## src/tbw_pkg.sv

```systemverilog
`timescale 1ns / 1ps
package tbw_pkg;

  localparam int FRAC_BITS    = 16;
  localparam int WEIGHT_WIDTH = 48;

  // Widths of the intermediate values.
  localparam int CROSS_WIDTH = 33;                      // |cross| <= 2^31
  localparam int MAG_WIDTH   = 32;                      // magnitude of a cross product
  localparam int QUO_WIDTH   = MAG_WIDTH + FRAC_BITS;   // quotient bits
  localparam int SUM_WIDTH   = QUO_WIDTH + 3;           // room for 2^F - v - w
  localparam int DIV_STEPS   = QUO_WIDTH;               // one quotient bit per stage

  typedef struct packed {
    logic signed [15:0] corner_a_x;
    logic signed [15:0] corner_a_y;
    logic signed [15:0] corner_b_x;
    logic signed [15:0] corner_b_y;
    logic signed [15:0] corner_c_x;
    logic signed [15:0] corner_c_y;
    logic signed [15:0] query_x;
    logic signed [15:0] query_y;
  } tbw_in_t;

  typedef struct packed {
    logic signed [WEIGHT_WIDTH-1:0] weight_u;
    logic signed [WEIGHT_WIDTH-1:0] weight_v;
    logic signed [WEIGHT_WIDTH-1:0] weight_w;
    logic                           degenerate;
    logic                           saturated;
  } tbw_out_t;

  // Classified work item handed from the front end to the divider pipeline.
  typedef struct packed {
    logic [MAG_WIDTH-1:0] num_v_mag;
    logic [MAG_WIDTH-1:0] num_w_mag;
    logic [MAG_WIDTH-1:0] den_mag;
    logic                 neg_v;
    logic                 neg_w;
    logic                 degenerate;
  } tbw_work_t;

  localparam int QUEUE_DEPTH = 4;
  localparam int QPTR_WIDTH  = $clog2(QUEUE_DEPTH);

endpackage

```

## src/tbw_front.sv

```systemverilog
`timescale 1ns / 1ps
module tbw_front import tbw_pkg::*; (
  input  logic      clk_i,
  input  logic      rst_ni,
  input  logic      in_valid_i,
  output logic      in_ready_o,
  input  tbw_in_t   in_data_i,
  output logic      work_valid_o,
  input  logic      work_ready_i,
  output tbw_work_t work_o
);

  // Stage 1 registers the wrapped edge vectors, stage 2 the cross products.
  logic              s1_valid_q, s2_valid_q;
  logic signed [15:0] e0x_q, e0y_q, e1x_q, e1y_q, qx_q, qy_q;
  logic signed [CROSS_WIDTH-1:0] area_q, nv_q, nw_q;
  logic signed [31:0] p_a0, p_a1, p_v0, p_v1, p_w0, p_w1;
  logic signed [CROSS_WIDTH-1:0] area_d, nv_d, nw_d;
  logic s1_adv, s2_adv;

  assign s2_adv     = !s2_valid_q || work_ready_i;
  assign s1_adv     = !s1_valid_q || s2_adv;
  assign in_ready_o = s1_adv;

  assign p_a0 = e0x_q * e1y_q;
  assign p_a1 = e0y_q * e1x_q;
  assign p_v0 = qx_q * e1y_q;
  assign p_v1 = qy_q * e1x_q;
  assign p_w0 = e0x_q * qy_q;
  assign p_w1 = e0y_q * qx_q;
  assign area_d = CROSS_WIDTH'(p_a0) - CROSS_WIDTH'(p_a1);
  assign nv_d   = CROSS_WIDTH'(p_v0) - CROSS_WIDTH'(p_v1);
  assign nw_d   = CROSS_WIDTH'(p_w0) - CROSS_WIDTH'(p_w1);

  always_ff @(posedge clk_i or negedge rst_ni) begin
    if (!rst_ni) begin
      s1_valid_q <= 1'b0;
      s2_valid_q <= 1'b0;
    end else begin
      if (s1_adv) s1_valid_q <= in_valid_i;
      if (s2_adv) s2_valid_q <= s1_valid_q;
    end
  end

  always_ff @(posedge clk_i) begin
    if (s1_adv && in_valid_i) begin
      e0x_q <= in_data_i.corner_b_x - in_data_i.corner_a_x;
      e0y_q <= in_data_i.corner_b_y - in_data_i.corner_a_y;
      e1x_q <= in_data_i.corner_c_x - in_data_i.corner_a_x;
      e1y_q <= in_data_i.corner_c_y - in_data_i.corner_a_y;
      qx_q  <= in_data_i.query_x - in_data_i.corner_a_x;
      qy_q  <= in_data_i.query_y - in_data_i.corner_a_y;
    end
    if (s2_adv && s1_valid_q) begin
      area_q <= area_d;
      nv_q   <= nv_d;
      nw_q   <= nw_d;
    end
  end

  function automatic logic [MAG_WIDTH-1:0] mag(input logic signed [CROSS_WIDTH-1:0] x);
    logic [CROSS_WIDTH-1:0] a;
    a = x[CROSS_WIDTH-1] ? CROSS_WIDTH'(-x) : CROSS_WIDTH'(x);
    return a[MAG_WIDTH-1:0];
  endfunction

  assign work_valid_o      = s2_valid_q;
  assign work_o.num_v_mag  = mag(nv_q);
  assign work_o.num_w_mag  = mag(nw_q);
  assign work_o.den_mag    = mag(area_q);
  assign work_o.neg_v      = nv_q[CROSS_WIDTH-1] ^ area_q[CROSS_WIDTH-1];
  assign work_o.neg_w      = nw_q[CROSS_WIDTH-1] ^ area_q[CROSS_WIDTH-1];
  assign work_o.degenerate = (area_q == '0);

endmodule

```

## config.mk

```make
export PLATFORM = sky130hd
export DESIGN_NAME = tbw_front
export DESIGN_NICKNAME = d
export VERILOG_FILES = /design/src/tbw_pkg.sv /design/src/tbw_front.sv
export SDC_FILE = /design/constraint.sdc
export NUM_CORES = 2
export LEC_CHECK = 0
export BUFFER_PORTS_ARGS = -buffer_cell sky130_fd_sc_hd__buf_2
export CAP_MARGIN = 20
export CORE_MARGIN = 2
export CORE_UTILIZATION = 60
export CTS_CLUSTER_DIAMETER = 50
export CTS_CLUSTER_SIZE = 8
export DETAILED_ROUTE_END_ITERATION = 7
export PLACE_DENSITY_LB_ADDON = 0.15
export SLEW_MARGIN = 20
export SYNTH_ARGS = -nofsm -noshare
export SYNTH_HDL_FRONTEND = slang
export SYNTH_SLANG_ARGS = --single-unit
```

## constraint.sdc

```tcl
create_clock -name clk_i -period 26 [get_ports clk_i]
set_clock_uncertainty 0.15 [all_clocks]
set_input_delay 5.2 -clock clk_i [delete_from_list [all_inputs] [get_ports clk_i]]
set_output_delay 5.2 -clock clk_i [all_outputs]
set_load 0.1 [all_outputs]
```

==> out/results.ini <==
[final_layout]
design_area_mm2 = 0.0773
final_layout_size_suffix_gt1_share_pct = 5.04
fin_nets = 10300
syn_to_final_growth_pct = 4.68

[route]
drtIter0Drc = 3250
routed_wl_mm = 192
post_drt_wl_per_cell_um = 20.3
num_vias = 51900
antenna_left = 0
dr.pass1.iters = 5
vias_per_cell = 5.49
drcViolationCount = 0

[synthesis]
async_reset_ff_share_pct = 1.02
synth_flop_cell = edfxtp_1
synth_area_mm2 = 0.0739
synth_area_per_cell_um2 = 9.51
syn_nets = 10300
synth_enable_flop_cells = 195
synthTopCellsByCount = inv_1, fa_1, and2_1
yosysTopAreaCell = fa_1
synthTopCellsByArea = fa_1, inv_1, ha_1
synthDistinctLibCells = 71
synth_seq_area_share_pct = 7.99
synth_most_common_cell = inv_1
ys_seq_elements = 197
synth.yosys.warnings = 0
syn_inst = 7769
synth_top_area_share_pct = 48.0

[cts]
clock-sinks = 197
cts_resized = 0
postCtsHoldBufs = 0
clockRootBuffer = clkbuf_16
cts_setup_buffers = 0
htree_levels = 4
cts.clk_slew.worst_paths_ns = 0.09
cts_tree = done
clock_latency_ns = 0.58
cts_buffers = 17
cts_buffer_depth = 2

[global_routing]
grt_pass1_wl_mm = 315
grt_max_degree = 71
overflow = 0
globalRouteTotalUtil_pct = 32.6
antenna_found_initial = 6
grt_pass1_vias = 57600

[sta]
rsz0062_at_grt = no
period_needed_ns = 11.21
worstMarginPinSlew_ns = 1.05
fin_setup_tns_ns = 0
finalCritPeriodShare_pct = 43.1
max_slew_margin_pct = 29.1
final_hold_viol_count = 0
slew_viol_final = 0
setup_viol_count_final = 0
max_freq_mhz = 89.2

[floorplan]
start_util_pct = 60.5
core_area_mm2 = 0.122
rows = 128
die_h_um = 355
ioPinCount = 233
dieArea_mm2 = 0.126
die_w_um = 355

[min_path]
hold_depth = 1
min_to = work_valid_o$_DFFE_PN0P_
worstHoldStart = s1_valid_q$_DFFE_PN0N_
hold_class = flop to flop

[setup_path]
r2r-start = e1x_q[0]$_DFFE_PP_
worst_r2r_endpoint = area_q[32]$_DFFE_PP_
worst_ep_required_time_ns = 20.65
start_kind = input port
critPathCaptureType = output port
r2r_slack_ns = 16.74
reg2reg_depth = 26
crit_fanout = 3
critPathArrivalTime_ns = 5.86
path_class = input port to output port

[placed_design]
portBuffers = 232
dpl-instance-area_mm2 = 0.0767
gp_congestion = 0.901
dp_hpwl_mm = 148

[outcome]
status = completed

[job]
cap_violations = 0

-- layout make-up --
class / instances / area, µm²
well taps: 1625 / 2030
clock inverters: 15 / 204
clock buffers: 17 / 425
multi-input cells: 5159 / 58900
diodes: 3 / 7.51
repair buffers: 334 / 1940
flip-flops and latches: 197 / 5910
fillers: 10200 / 44700
inverters: 2108 / 7910
-- per-layer routing --
metal	wire length [µm]	vias up	track usage [%]
met2	90900	2065	53.5
met1	73900	26600	41.7
li1	-	22800	-
met3	16800	495	7.19
met5	0	-	0.151
met4	10400	0	14.8
-- critical path, stage by stage --
cell and delay (ns):
buf_2 0.08, nand3b_1 0.14, buf_2 0.44
-- flip-flops by register name (all words and copies together) (netlist names) --
register      cells
e0x_q            16
e0y_q            16
e1x_q            16
work_valid_o      1
qy_q             16
nw_q             33
qx_q             16
area_q           33
e1y_q            16
s1_valid_q        1
nv_q             33
-- cell usage in the layout (no fill, tap or decap), drive strengths merged, types with 9 or more instances in the layout --
master | Yosys | routed
a2111oi | 10 | 10
a211oi | 20 | 20
a21boi | 25 | 25
a21o | 33 | 33
a21oi | 106 | 106
a31oi | 9 | 9
and2 | 808 | 808
and3 | 23 | 23
buf | 5 | 334
clkbuf | 300 | 17
edfxtp | 195 | 195
fa | 1773 | 1773
ha | 576 | 576
inv | 2107 | 2117
nand2 | 762 | 762
nand2b | 72 | 72
nand3 | 62 | 62
nand4 | 10 | 10
nor2 | 129 | 129
nor2b | 78 | 78
nor3 | 58 | 58
o211ai | 16 | 16
o21a | 17 | 17
o21ai | 88 | 88
o21bai | 14 | 14
o31ai | 35 | 35
o41ai | 16 | 16
or2 | 9 | 9
or3 | 37 | 37
or4 | 21 | 21
xnor2 | 244 | 244
xor2 | 50 | 50
-- stage by stage --
step | std cells | hold slack, ns | setup WS, ns | util (%)
after global placement | 9421 | 0.322 | 14.78 | 62.8
after CTS | 9453 | 0.367 | 14.80 | 63.3
after floorplan | 7769 | 0.299 | 14.63 | -
after detailed placement | 9421 | 0.334 | 14.80 | 62.8
after global routing | 9455 | 0.393 | 14.75 | 63.4
final | 9458 | 0.362 | 14.79 | 63.4
-- worst max path at each step --
stage | from | end | cells past startpoint
after CTS | work_ready_i | in_ready_o | 3
after floorplan | work_ready_i | in_ready_o | 1
after global routing | work_ready_i | in_ready_o | 3
final | work_ready_i | in_ready_o | 3
after detailed placement | work_ready_i | in_ready_o | 3
after global placement | work_ready_i | in_ready_o | 3
-- logic make-up after synthesis --
group           synth area share (%)
xor+xnor                        3.49
buf+inv                         12.3
fa+ha+maj                       57.8
simple gates                    14.6
flops                           7.99
compound gates                  3.83
Power is not shown: default switching activity piles up to over one toggle a cycle in this logic, so the estimate is an artifact.
