File: config.mk
export PLATFORM = sky130hd
export DESIGN_NAME = tbw_queue
export DESIGN_NICKNAME = d
export VERILOG_FILES = /design/src/tbw_pkg.sv /design/src/tbw_queue.sv
export SDC_FILE = /design/constraint.sdc
export NUM_CORES = 1
export LEC_CHECK = 0
export ABC_AREA = 1
export BUFFER_PORTS_ARGS = -buffer_cell sky130_fd_sc_hd__buf_2
export CORE_MARGIN = 2
export CORE_UTILIZATION = 58
export CTS_CLUSTER_SIZE = 30
export DETAILED_ROUTE_END_ITERATION = 7
export GPL_ROUTABILITY_DRIVEN = 0
export PLACE_DENSITY = 0.8
export REMOVE_ABC_BUFFERS = 1
export SETUP_SLACK_MARGIN = 0.05
export SLEW_MARGIN = 10
export SYNTH_ARGS = -nofsm -noshare
export SYNTH_HDL_FRONTEND = slang
export SYNTH_SLANG_ARGS = --single-unit
File: constraint.sdc
create_clock -name clk_i -period 7.36 [get_ports clk_i]
set_input_delay 1.472 -clock clk_i [delete_from_list [all_inputs] [get_ports clk_i]]
set_output_delay 1.472 -clock clk_i [all_outputs]
set_load 0.03 [all_outputs]
File: src/tbw_pkg.sv
`timescale 1ns / 1ps
package tbw_pkg;

  localparam int FRAC_BITS    = 16;
  localparam int WEIGHT_WIDTH = 48;

  // Widths of the intermediate values.
  localparam int CROSS_WIDTH = 33;                      // |cross| <= 2^31
  localparam int MAG_WIDTH   = 32;                      // magnitude of a cross product
  localparam int QUO_WIDTH   = MAG_WIDTH + FRAC_BITS;   // quotient bits
  localparam int SUM_WIDTH   = QUO_WIDTH + 3;           // room for 2^F - v - w
  localparam int DIV_STEPS   = QUO_WIDTH;               // one quotient bit per stage

  typedef struct packed {
    logic signed [15:0] corner_a_x;
    logic signed [15:0] corner_a_y;
    logic signed [15:0] corner_b_x;
    logic signed [15:0] corner_b_y;
    logic signed [15:0] corner_c_x;
    logic signed [15:0] corner_c_y;
    logic signed [15:0] query_x;
    logic signed [15:0] query_y;
  } tbw_in_t;

  typedef struct packed {
    logic signed [WEIGHT_WIDTH-1:0] weight_u;
    logic signed [WEIGHT_WIDTH-1:0] weight_v;
    logic signed [WEIGHT_WIDTH-1:0] weight_w;
    logic                           degenerate;
    logic                           saturated;
  } tbw_out_t;

  // Classified work item handed from the front end to the divider pipeline.
  typedef struct packed {
    logic [MAG_WIDTH-1:0] num_v_mag;
    logic [MAG_WIDTH-1:0] num_w_mag;
    logic [MAG_WIDTH-1:0] den_mag;
    logic                 neg_v;
    logic                 neg_w;
    logic                 degenerate;
  } tbw_work_t;

  localparam int QUEUE_DEPTH = 4;
  localparam int QPTR_WIDTH  = $clog2(QUEUE_DEPTH);

endpackage

File: src/tbw_queue.sv
`timescale 1ns / 1ps
module tbw_queue import tbw_pkg::*; (
  input  logic      clk_i,
  input  logic      rst_ni,
  input  logic      push_valid_i,
  output logic      push_ready_o,
  input  tbw_work_t push_data_i,
  output logic      pop_valid_o,
  input  logic      pop_ready_i,
  output tbw_work_t pop_data_o
);

  tbw_work_t             mem_q [QUEUE_DEPTH];
  logic [QPTR_WIDTH-1:0] wr_q, rd_q;
  logic [QPTR_WIDTH:0]   cnt_q;
  logic                  push, pop;

  assign push_ready_o = (cnt_q != (QPTR_WIDTH+1)'(QUEUE_DEPTH));
  assign pop_valid_o  = (cnt_q != '0);
  assign pop_data_o   = mem_q[rd_q];
  assign push = push_valid_i && push_ready_o;
  assign pop  = pop_valid_o && pop_ready_i;

  always_ff @(posedge clk_i or negedge rst_ni) begin
    if (!rst_ni) begin
      wr_q  <= '0;
      rd_q  <= '0;
      cnt_q <= '0;
    end else begin
      if (push) wr_q <= wr_q + 1'b1;
      if (pop)  rd_q <= rd_q + 1'b1;
      cnt_q <= cnt_q + (QPTR_WIDTH+1)'(push) - (QPTR_WIDTH+1)'(pop);
    end
  end

  always_ff @(posedge clk_i) begin
    if (push) mem_q[wr_q] <= push_data_i;
  end

endmodule

==> results of run 1 <==
-- cell type report --
class / instances / area, um^2
clock buffers: 50 / 1060
multi-input cells: 729 / 3090
clock inverters: 17 / 134
diodes: 4 / 10.0
well taps: 341 / 427
inverters: 115 / 438
flip-flops and latches: 403 / 12100
fillers: 1863 / 8510
repair buffers: 216 / 1130
-- cells by family (layout without fill, tap and decap cells) --
logic type | count (synthesis) | in the layout | synth area share
AND/OR/NAND/NOR | 524 | 524 | 0.124
flip-flops | 403 | 403 | 0.761
AO/OA/AOI/OAI | 198 | 198 | 0.0625
buffers and inverters | 179 | 398 | 0.0457
adder cells (fa/ha/maj) | 7 | 7 | 0.00600
other | 0 | 4 | 0
-- sequential cells by signal (all words and copies together) (netlist names) --
register	flops
cnt_q	3
wr_q	2
rd_q	2
mem_q	396
-- stage by stage --
| step | util | instance area, um^2 |
|---|---|---|
| 2_1_floorplan | - | 15600 |
| 3_3_place_gp | 0.637 | 17100 |
| 3_5_place_dp | 0.637 | 17100 |
| 4_1_cts | 0.682 | 18300 |
| 5_1_grt | 0.683 | 18400 |
| 6_report | 0.683 | 18400 |
-- placed cells by master, fill, tap and decap left out --
cell type   Yosys  layout
clkbuf_16       0      41
dfrtp_1         7       6
buf_2          21     203
ha_1            6       6
fa_1            1       1
buf_16          0       1
clkinvlp_4      0       3
nand2_1       316     316
edfxtp_1      396     396
o21ai_1         1       1
clkbuf_1       25       9
bufinv_16       0       2
inv_6           0       1
nor2_4          0       4
clkinv_2        0       6
buf_4           3      12
o21ai_0       197     197
nor2_1        203     199
dfrtp_4         0       1
inv_1         113     113
clkinv_1        1       7
nand3_1         5       5
diode_2         0       4
-- Yosys cell counts, drive strengths merged --
cell / n
buf: 39
clkbuf: 25
clkinv: 1
dfrtp: 7
edfxtp: 396
fa: 1
ha: 6
inv: 114
nand2: 316
nand3: 5
nor2: 203
o21ai: 198
-- metal layers --
layer	GRT usage	part of all wire	vias to the layer above
li1	-	-	4795
met4	0.0740	0.022	4
met5	0	0.00077	-
met2	0.361	0.49	333
met3	0.0452	0.073	58
met1	0.284	0.42	4681
-- worst min path at each step --
stage	to	slack, ns
after floorplan	rd_q[1]	0.46
after global placement	cnt_q[0]	0.49
after detailed placement	cnt_q[0]	0.54
after CTS	cnt_q[0]	0.55
after global routing	cnt_q[0]	0.57
final	cnt_q[0]	0.55
-- where the power goes --
part | internal (mW) | switching (mW) | total (mW)
Sequential | 3.02 | 0.168 | 3.19
Clock | 1.08 | 0.777 | 1.86
Combinational | 0.760 | 2.28 | 3.04
Total | 4.86 | 3.23 | 8.09
-- critical path: cells and delay by family, from the launching register on --
family	cells	cell delay (ns)
flip-flops	1	0.99
AND/OR/NAND/NOR	1	0.11
AO/OA/AOI/OAI	1	0.27
buffers and inverters	3	1.48
==> flow_summary.yaml, run 1 <==
setup_path:
  crit_slowest_cell: "dfrtp_4"
  critical_path.startpoint: "rd_q[0]"
  path_class: "reg2out"
  critPathCaptureType: "output port"
  critPathMaxStageDelay_ns: 0.99
  cp_data_required_time_ns: 5.89
  crit_end: "pop_data_o[34]"
  cp_cell_sequence: "clkinv_2 > buf_4 > o21ai_0 > nand2_1 > buf_2"
  timing.rr.end: "mem_q[1][7]"
  path_max_fanout: 89
  ff2ff_setup_slack_ns: 4.54
  crit_arrival_ns: 3.49
  worst_setup_path_start_kind: "flop"
  rr_worst_depth: 6
  r2r-start: "cnt_q[1]"
run:
  cap_violations: 0
route:
  antenna_left: 0
  wire_per_inst_um: 16.6
  via_count: 9871
  routed_wl_mm: 31.1
  dr.pass1.iters: 5
  post-route-drc-count: 0
  via_per_inst: 5.26
  drt_iter0_drc: 886
pwr:
  finalPower_mw: 8.09
  vdd_drop_max_uv: 377
  power_density_nw_per_um2: 441
  p_leak_nw: 7.36
die:
  io_pins: 204
  die_h_um: 169
  start_util: 0.590
  coreArea_um2: 26900
  die_x_um: 169
  rows: 60
  dieArea_um2: 28700
timing:
  fmax_mhz: 201
  rsz0062_at_grt: "no"
  final.setup.tns_ns: 0
  drv_slew: 0
  period_minus_slack_ns: 4.97
  hold_viol: 0
  worstMarginPinSlew_ns: 1.13
  whs_ns: 0.549
  timing.final.ws_setup_ns: 2.39
  relSlewSlack: 0.248
  clock_skew_ns: 0.0186
  setup_viol: 0
  final.period_utilization: 0.675
finish:
  stdcell_count: 1875
  drive_gt1_frac: 0.179
  nets: 1615
  area_delta_synth_final_pct: 15.8
synthesis:
  synthTopCellsByArea: "edfxtp_1 75%, nand2_1 7.5%, o21ai_0 6.2%"
  synth_top_cell_area_share: 0.750
  syn-cell-area_um2: 15900
  synth-seq-cells: 403
  ys_seq_area_frac: 0.761
  syn_avg_cell_area_um2: 12.1
  synth_top_area_cell: "edfxtp_1"
  synth_cells: 1311
  ys_warn_count: 0
  ys_types: 17
min_path:
  min_path_cells: 1
  hold_path_class: "reg2reg"
  worst_hold_startpoint: "cnt_q[0]"
global_routing:
  grt_pass1_vias: 9426
  grt_start_max_net_pins: 145
  track_usage: 0.216
  antenna_found_initial: 6
  grt_pass1_wl_mm: 47.9
  grt_overflow_total: 0
run_status:
  outcome: "finished, final reports clean"
clocking:
  clk_pin_slew_ns: 0.06
  cts_root_buffer: "clkbuf_16"
  clk_path_buf_depth: 3
  post_cts_resized: 0
  clock_sink_count: 403
  clock_latency_ns: 0.52
  numCtsBuffers: 40
  htreeDepth: 2
  post-cts-setup-buffers: 0
  cts_tree: "yes"
  cts_hold_buf: 0
placed_design:
  dp.cells: 1803
  io_buffers: 203
  hpwlAfterDp_mm: 17.9
  pre_cts_slack_ns: 2.95
(Power assumes the default switching activity.)
==> run 2, diff against run 1 <==
Clock period 7.36 ns to 4.6 ns, I/O delays scaled along.
==> run 2 against run 1 <==
  * Utilization down 0.10 points
  * First-iteration DRC count increased by 7.2%
  * Via count decreased by 0.15%
  * Routed wire length down 3.8%
  * Largest cell class unchanged
==> flow_summary.yaml, run 2 (synthesized netlist as in run 1, its figures left out) <==
finish:
  largest_reg_flops: 396
  final_cell_mix: "396 x edfxtp_1, 316 x nand2_1, 203 x buf_2"
  drive_gt1_frac: 0.177
  area_delta_synth_final_pct: 15.7
  fin_area_um2: 18300
  reg_top3: "mem_q (396), cnt_q (3)"
  nets: 1616
  final_common_cell: "edfxtp_1"
  top_register: "mem_q"
  stdcell_count: 1878
  fin_util: 0.682
setup_path:
  critPathCaptureType: "output port"
  crit_arrival_ns: 2.72
  worst_setup_path_start_kind: "flop"
  path_max_fanout: 64
  cp_data_required_time_ns: 3.68
  path_class: "reg2out"
  ff2ff_setup_slack_ns: 2.16
die:
  start_util: 0.590
  rows: 60
  io_pins: 204
  dieArea_um2: 28700
  coreArea_um2: 26900
  die_h_um: 169
  die_x_um: 169
min_path:
  hold_path_class: "in2async"
clocking:
  cts_hold_buf: 0
  clock_sink_count: 403
  clock_latency_ns: 0.51
  htreeDepth: 2
  numCtsBuffers: 40
  cts_tree: "yes"
  clk_pin_slew_ns: 0.06
  cts_root_buffer: "clkbuf_16"
  post-cts-setup-buffers: 0
  post_cts_resized: 0
  clk_path_buf_depth: 3
timing:
  fmax_mhz: 275
  timing.final.ws_setup_ns: 0.962
  worstMarginPinSlew_ns: 1.16
  whs_ns: 0.249
  clock_skew_ns: 0.0141
  hold_viol: 0
  final.period_utilization: 0.791
  final.setup.tns_ns: 0
  relSlewSlack: 0.227
  drv_slew: 0
  rsz0062_at_grt: "no"
  setup_viol: 0
  period_minus_slack_ns: 3.64
placed_design:
  pre_cts_slack_ns: 1.49
  hpwlAfterDp_mm: 17.5
  dp.cells: 1805
  place_area_um2: 17200
  io_buffers: 203
route:
  post-route-drc-count: 0
  antenna_left: 0
  routed_wl_mm: 29.9
  via_per_inst: 5.25
  drt_iter0_drc: 950
  via_count: 9856
  wire_per_inst_um: 15.9
  dr.pass1.iters: 5
run:
  cap_violations: 0
pwr:
  vdd_drop_max_uv: 656
  finalPower_mw: 12.8
  p_leak_nw: 7.34
  power_density_nw_per_um2: 697
run_status:
  outcome: "finished, final reports clean"
global_routing:
  grt_pass1_wl_mm: 46.6
  grt_overflow_total: 0
  grt_pass1_vias: 9718
  grt_start_max_net_pins: 300
  antenna_found_initial: 6
  track_usage: 0.209
run 2: cell count changes in the layout (fill, tap and decap cells not counted), sizes merged:
| cell | change |
|---|---|
| buf | +1 |
| bufinv | -2 |
| clkbuf | +1 |
| clkinv | +2 |
| clkinvlp | -1 |
| diode | +2 |
run 2: worst max-delay path, stage by stage (launching register included):
cell,delay (ns)
dfrtp_4,0.43
clkinv_2,0.71
buf_4,0.52
o21ai_0,0.21
nand2_1,0.08
buf_2,0.18
run 2: layer usage:
layer	track usage	part of all wire	up-vias
li1	-	-	4808
met1	0.253	0.40	4679
met4	0.0728	0.025	2
met2	0.368	0.50	305
met3	0.0520	0.074	62
met5	0	0.00044	-
run 2: layout make-up:
type,count,area (um^2)
fill,1858,8540
clock inverter,16,72.6
timing repair buffer,217,1160
antenna,6,15.0
multi-input combinational,729,3090
sequential,403,12100
clock buffer,51,1060
inverter,115,438
tap,341,427
run 2: final timing paths:
path / start / to / depth (start not counted)
worst max-delay path: rd_q[0] / pop_data_o[75] / 5
worst min-delay path: rst_ni / cnt_q[2] / 1
worst max register to register: cnt_q[1] / mem_q[3][49] / 5
worst min register to register: cnt_q[0] / cnt_q[0] / 1
max in group asynchronous: rst_ni / rd_q[0] / 1
min in group clk_i: cnt_q[0] / cnt_q[0] / 1
run 2: report_power, final:
part / switching, mW / internal [mW] / total, mW
clock: 1.21 / 1.62 / 2.83
combinational: 3.71 / 1.24 / 4.95
sequential: 0.159 / 4.83 / 4.99
==> run 3, diff against run 2 <==
Settings changed: CORE_UTILIZATION 58 to 52, PLACE_DENSITY 0.8 to 0.76.
Clock period 4.6 ns to 3.1 ns, I/O delays scaled along.
==> run 3 against run 2 <==
  * Utilization fell by 5.5 points
  * Sequential power up 48%
  * Combinational power rose by 52%
  * Critical path depth did not move
  * Sequential share of layout area is 1.3 points lower
  * Largest cell class unchanged
  * Largest power group is now combinational cells
==> flow_summary.yaml, run 3 (synthesized netlist as in run 1, its figures left out) <==
run_status:
  outcome: "finished, final reports clean"
timing:
  worstMarginPinSlew_ns: 0.670
  drv_slew: 0
  relSlewSlack: 0.553
  clock_skew_ns: 0.00911
  hold_viol: 0
  fmax_mhz: 357
  final.period_utilization: 0.905
  rsz0062_at_grt: "no"
  period_minus_slack_ns: 2.80
  setup_viol: 0
clocking:
  clk_path_buf_depth: 3
  post_cts_resized: 0
  clock_latency_ns: 0.52
  clk_pin_slew_ns: 0.06
  cts_tree: "yes"
  htreeDepth: 2
  cts_root_buffer: "clkbuf_16"
  numCtsBuffers: 41
  clock_sink_count: 403
min_path:
  holdPathEnd: "mem_q[0][74]"
  hold_path_class: "in2reg"
  min_path_cells: 1
  worst_hold_startpoint: "push_data_i[74]"
finish:
  fin_area_um2: 18700
  final_common_cell: "edfxtp_1"
  multiInputGateArea_um2: 3090
  nFillCells: 2170
  nets: 1621
  top_register: "mem_q"
  stdcell_count: 1932
  final_cell_mix: "396 x edfxtp_1, 316 x nand2_1, 203 x buf_2"
  area_delta_synth_final_pct: 18.0
  largest_reg_flops: 396
  drive_gt1_frac: 0.181
  seq_area_um2: 12100
  reg_top3: "mem_q (396), cnt_q (3)"
global_routing:
  grt_pass1_vias: 9642
  track_usage: 0.192
  grt_pass1_wl_mm: 47.5
  grt_start_max_net_pins: 157
  antenna_found_initial: 8
  grt_overflow_total: 0
placed_design:
  dp.cells: 1857
  io_buffers: 203
  place_area_um2: 17400
  hpwlAfterDp_mm: 17.2
pwr:
  p_sw_frac: 0.389
  power_density_nw_per_um2: 1050
  seq_power_share: 0.376
  switchingPower_mw: 7.65
  power_frac_clock: 0.241
  pwr-share-comb: 0.383
  p_int_mw: 12.0
  vdd_drop_max_uv: 735
  p_leak_nw: 7.48
route:
  dr.pass1.iters: 6
  antenna_left: 0
  drt_iter0_drc: 784
  via_count: 9802
  wire_per_inst_um: 15.8
  post-route-drc-count: 0
  routed_wl_mm: 30.5
  via_per_inst: 5.07
setup_path:
  path_class: "reg2out"
  rr_worst_depth: 10
  worst_setup_path_start_kind: "flop"
  timing.rr.end: "cnt_q[2]"
  r2r-start: "cnt_q[1]"
  ff2ff_setup_slack_ns: 0.74
  path_max_fanout: 40
  crit_arrival_ns: 2.18
  critPathCaptureType: "output port"
  cp_data_required_time_ns: 2.48
die:
  start_util: 0.532
  io_pins: 204
  dieArea_um2: 31900
  die_x_um: 179
  die_h_um: 179
  coreArea_um2: 29800
  rows: 63
run:
  cap_violations: 0
## run 3: power groups by stage
stage	clock (mW)	sequential, mW	combinational [mW]
global placement	0	7.47	7.47
finish	4.73	7.40	7.52
CTS	4.83	7.40	7.64
global route	5.05	7.48	8.34
floorplan	0	7.86	4.47
detailed placement	0	7.51	7.61
## run 3: through the flow
stage	worst slack, ns	hold WS (ns)	TNS, ns	util	power (mW)
6_report	0.296	0.314	0	0.628	19.7
3_5_place_dp	0.773	0.472	0	0.583	15.1
5_1_grt	0.106	0.298	0	0.627	20.9
2_1_floorplan	-5.77	0.324	-1591.70	-	12.3
3_3_place_gp	0.782	0.471	0	0.583	14.9
4_1_cts	0.213	0.287	0	0.627	19.9
## run 3: layout make-up
class	count	share of cell area
Antenna cell	4	0.000535
Clock buffer	55	0.0605
Clock inverter	15	0.00910
Inverter	115	0.0234
Multi-Input combinational cell	729	0.165
Sequential cell	403	0.645
Tap cell	390	0.0261
Timing Repair Buffer	221	0.0697
## run 3: worst max path at each step
stage                      to  depth (start not counted)  startpoint  slack, ns
2_1_floorplan   pop_data_o[0]                          3     rd_q[0]      -5.77
3_3_place_gp   pop_data_o[28]                          5     rd_q[0]       0.78
3_5_place_dp   pop_data_o[77]                          5     rd_q[0]       0.77
4_1_cts        pop_data_o[77]                          5     rd_q[0]       0.21
5_1_grt        pop_data_o[77]                          5     rd_q[0]       0.11
6_report       pop_data_o[25]                          5     rd_q[0]       0.30
## run 3: timing repair
action / in CTS / in global routing
setup endpoints to repair: 0 / 0
setup buffers: 0 / 0
hold endpoints to repair: 7 / 0
hold buffers: 1 / 0
## run 3: worst max-delay path: stages, from the launching register on
cell and delay [ns]:
dfrtp_4 0.45, clkinv_2 0.36, buf_12 0.35, o21ai_0 0.22, nand2_1 0.09, buf_2 0.18
## run 3: per-layer routing
layer / share of wire / routed length, um / GRT usage
met1: 0.40 / 12300 / 0.236
met2: 0.49 / 15100 / 0.330
met3: 0.082 / 2500 / 0.0535
met4: 0.020 / 610 / 0.0623
met5: 0.00089 / 27 / 0
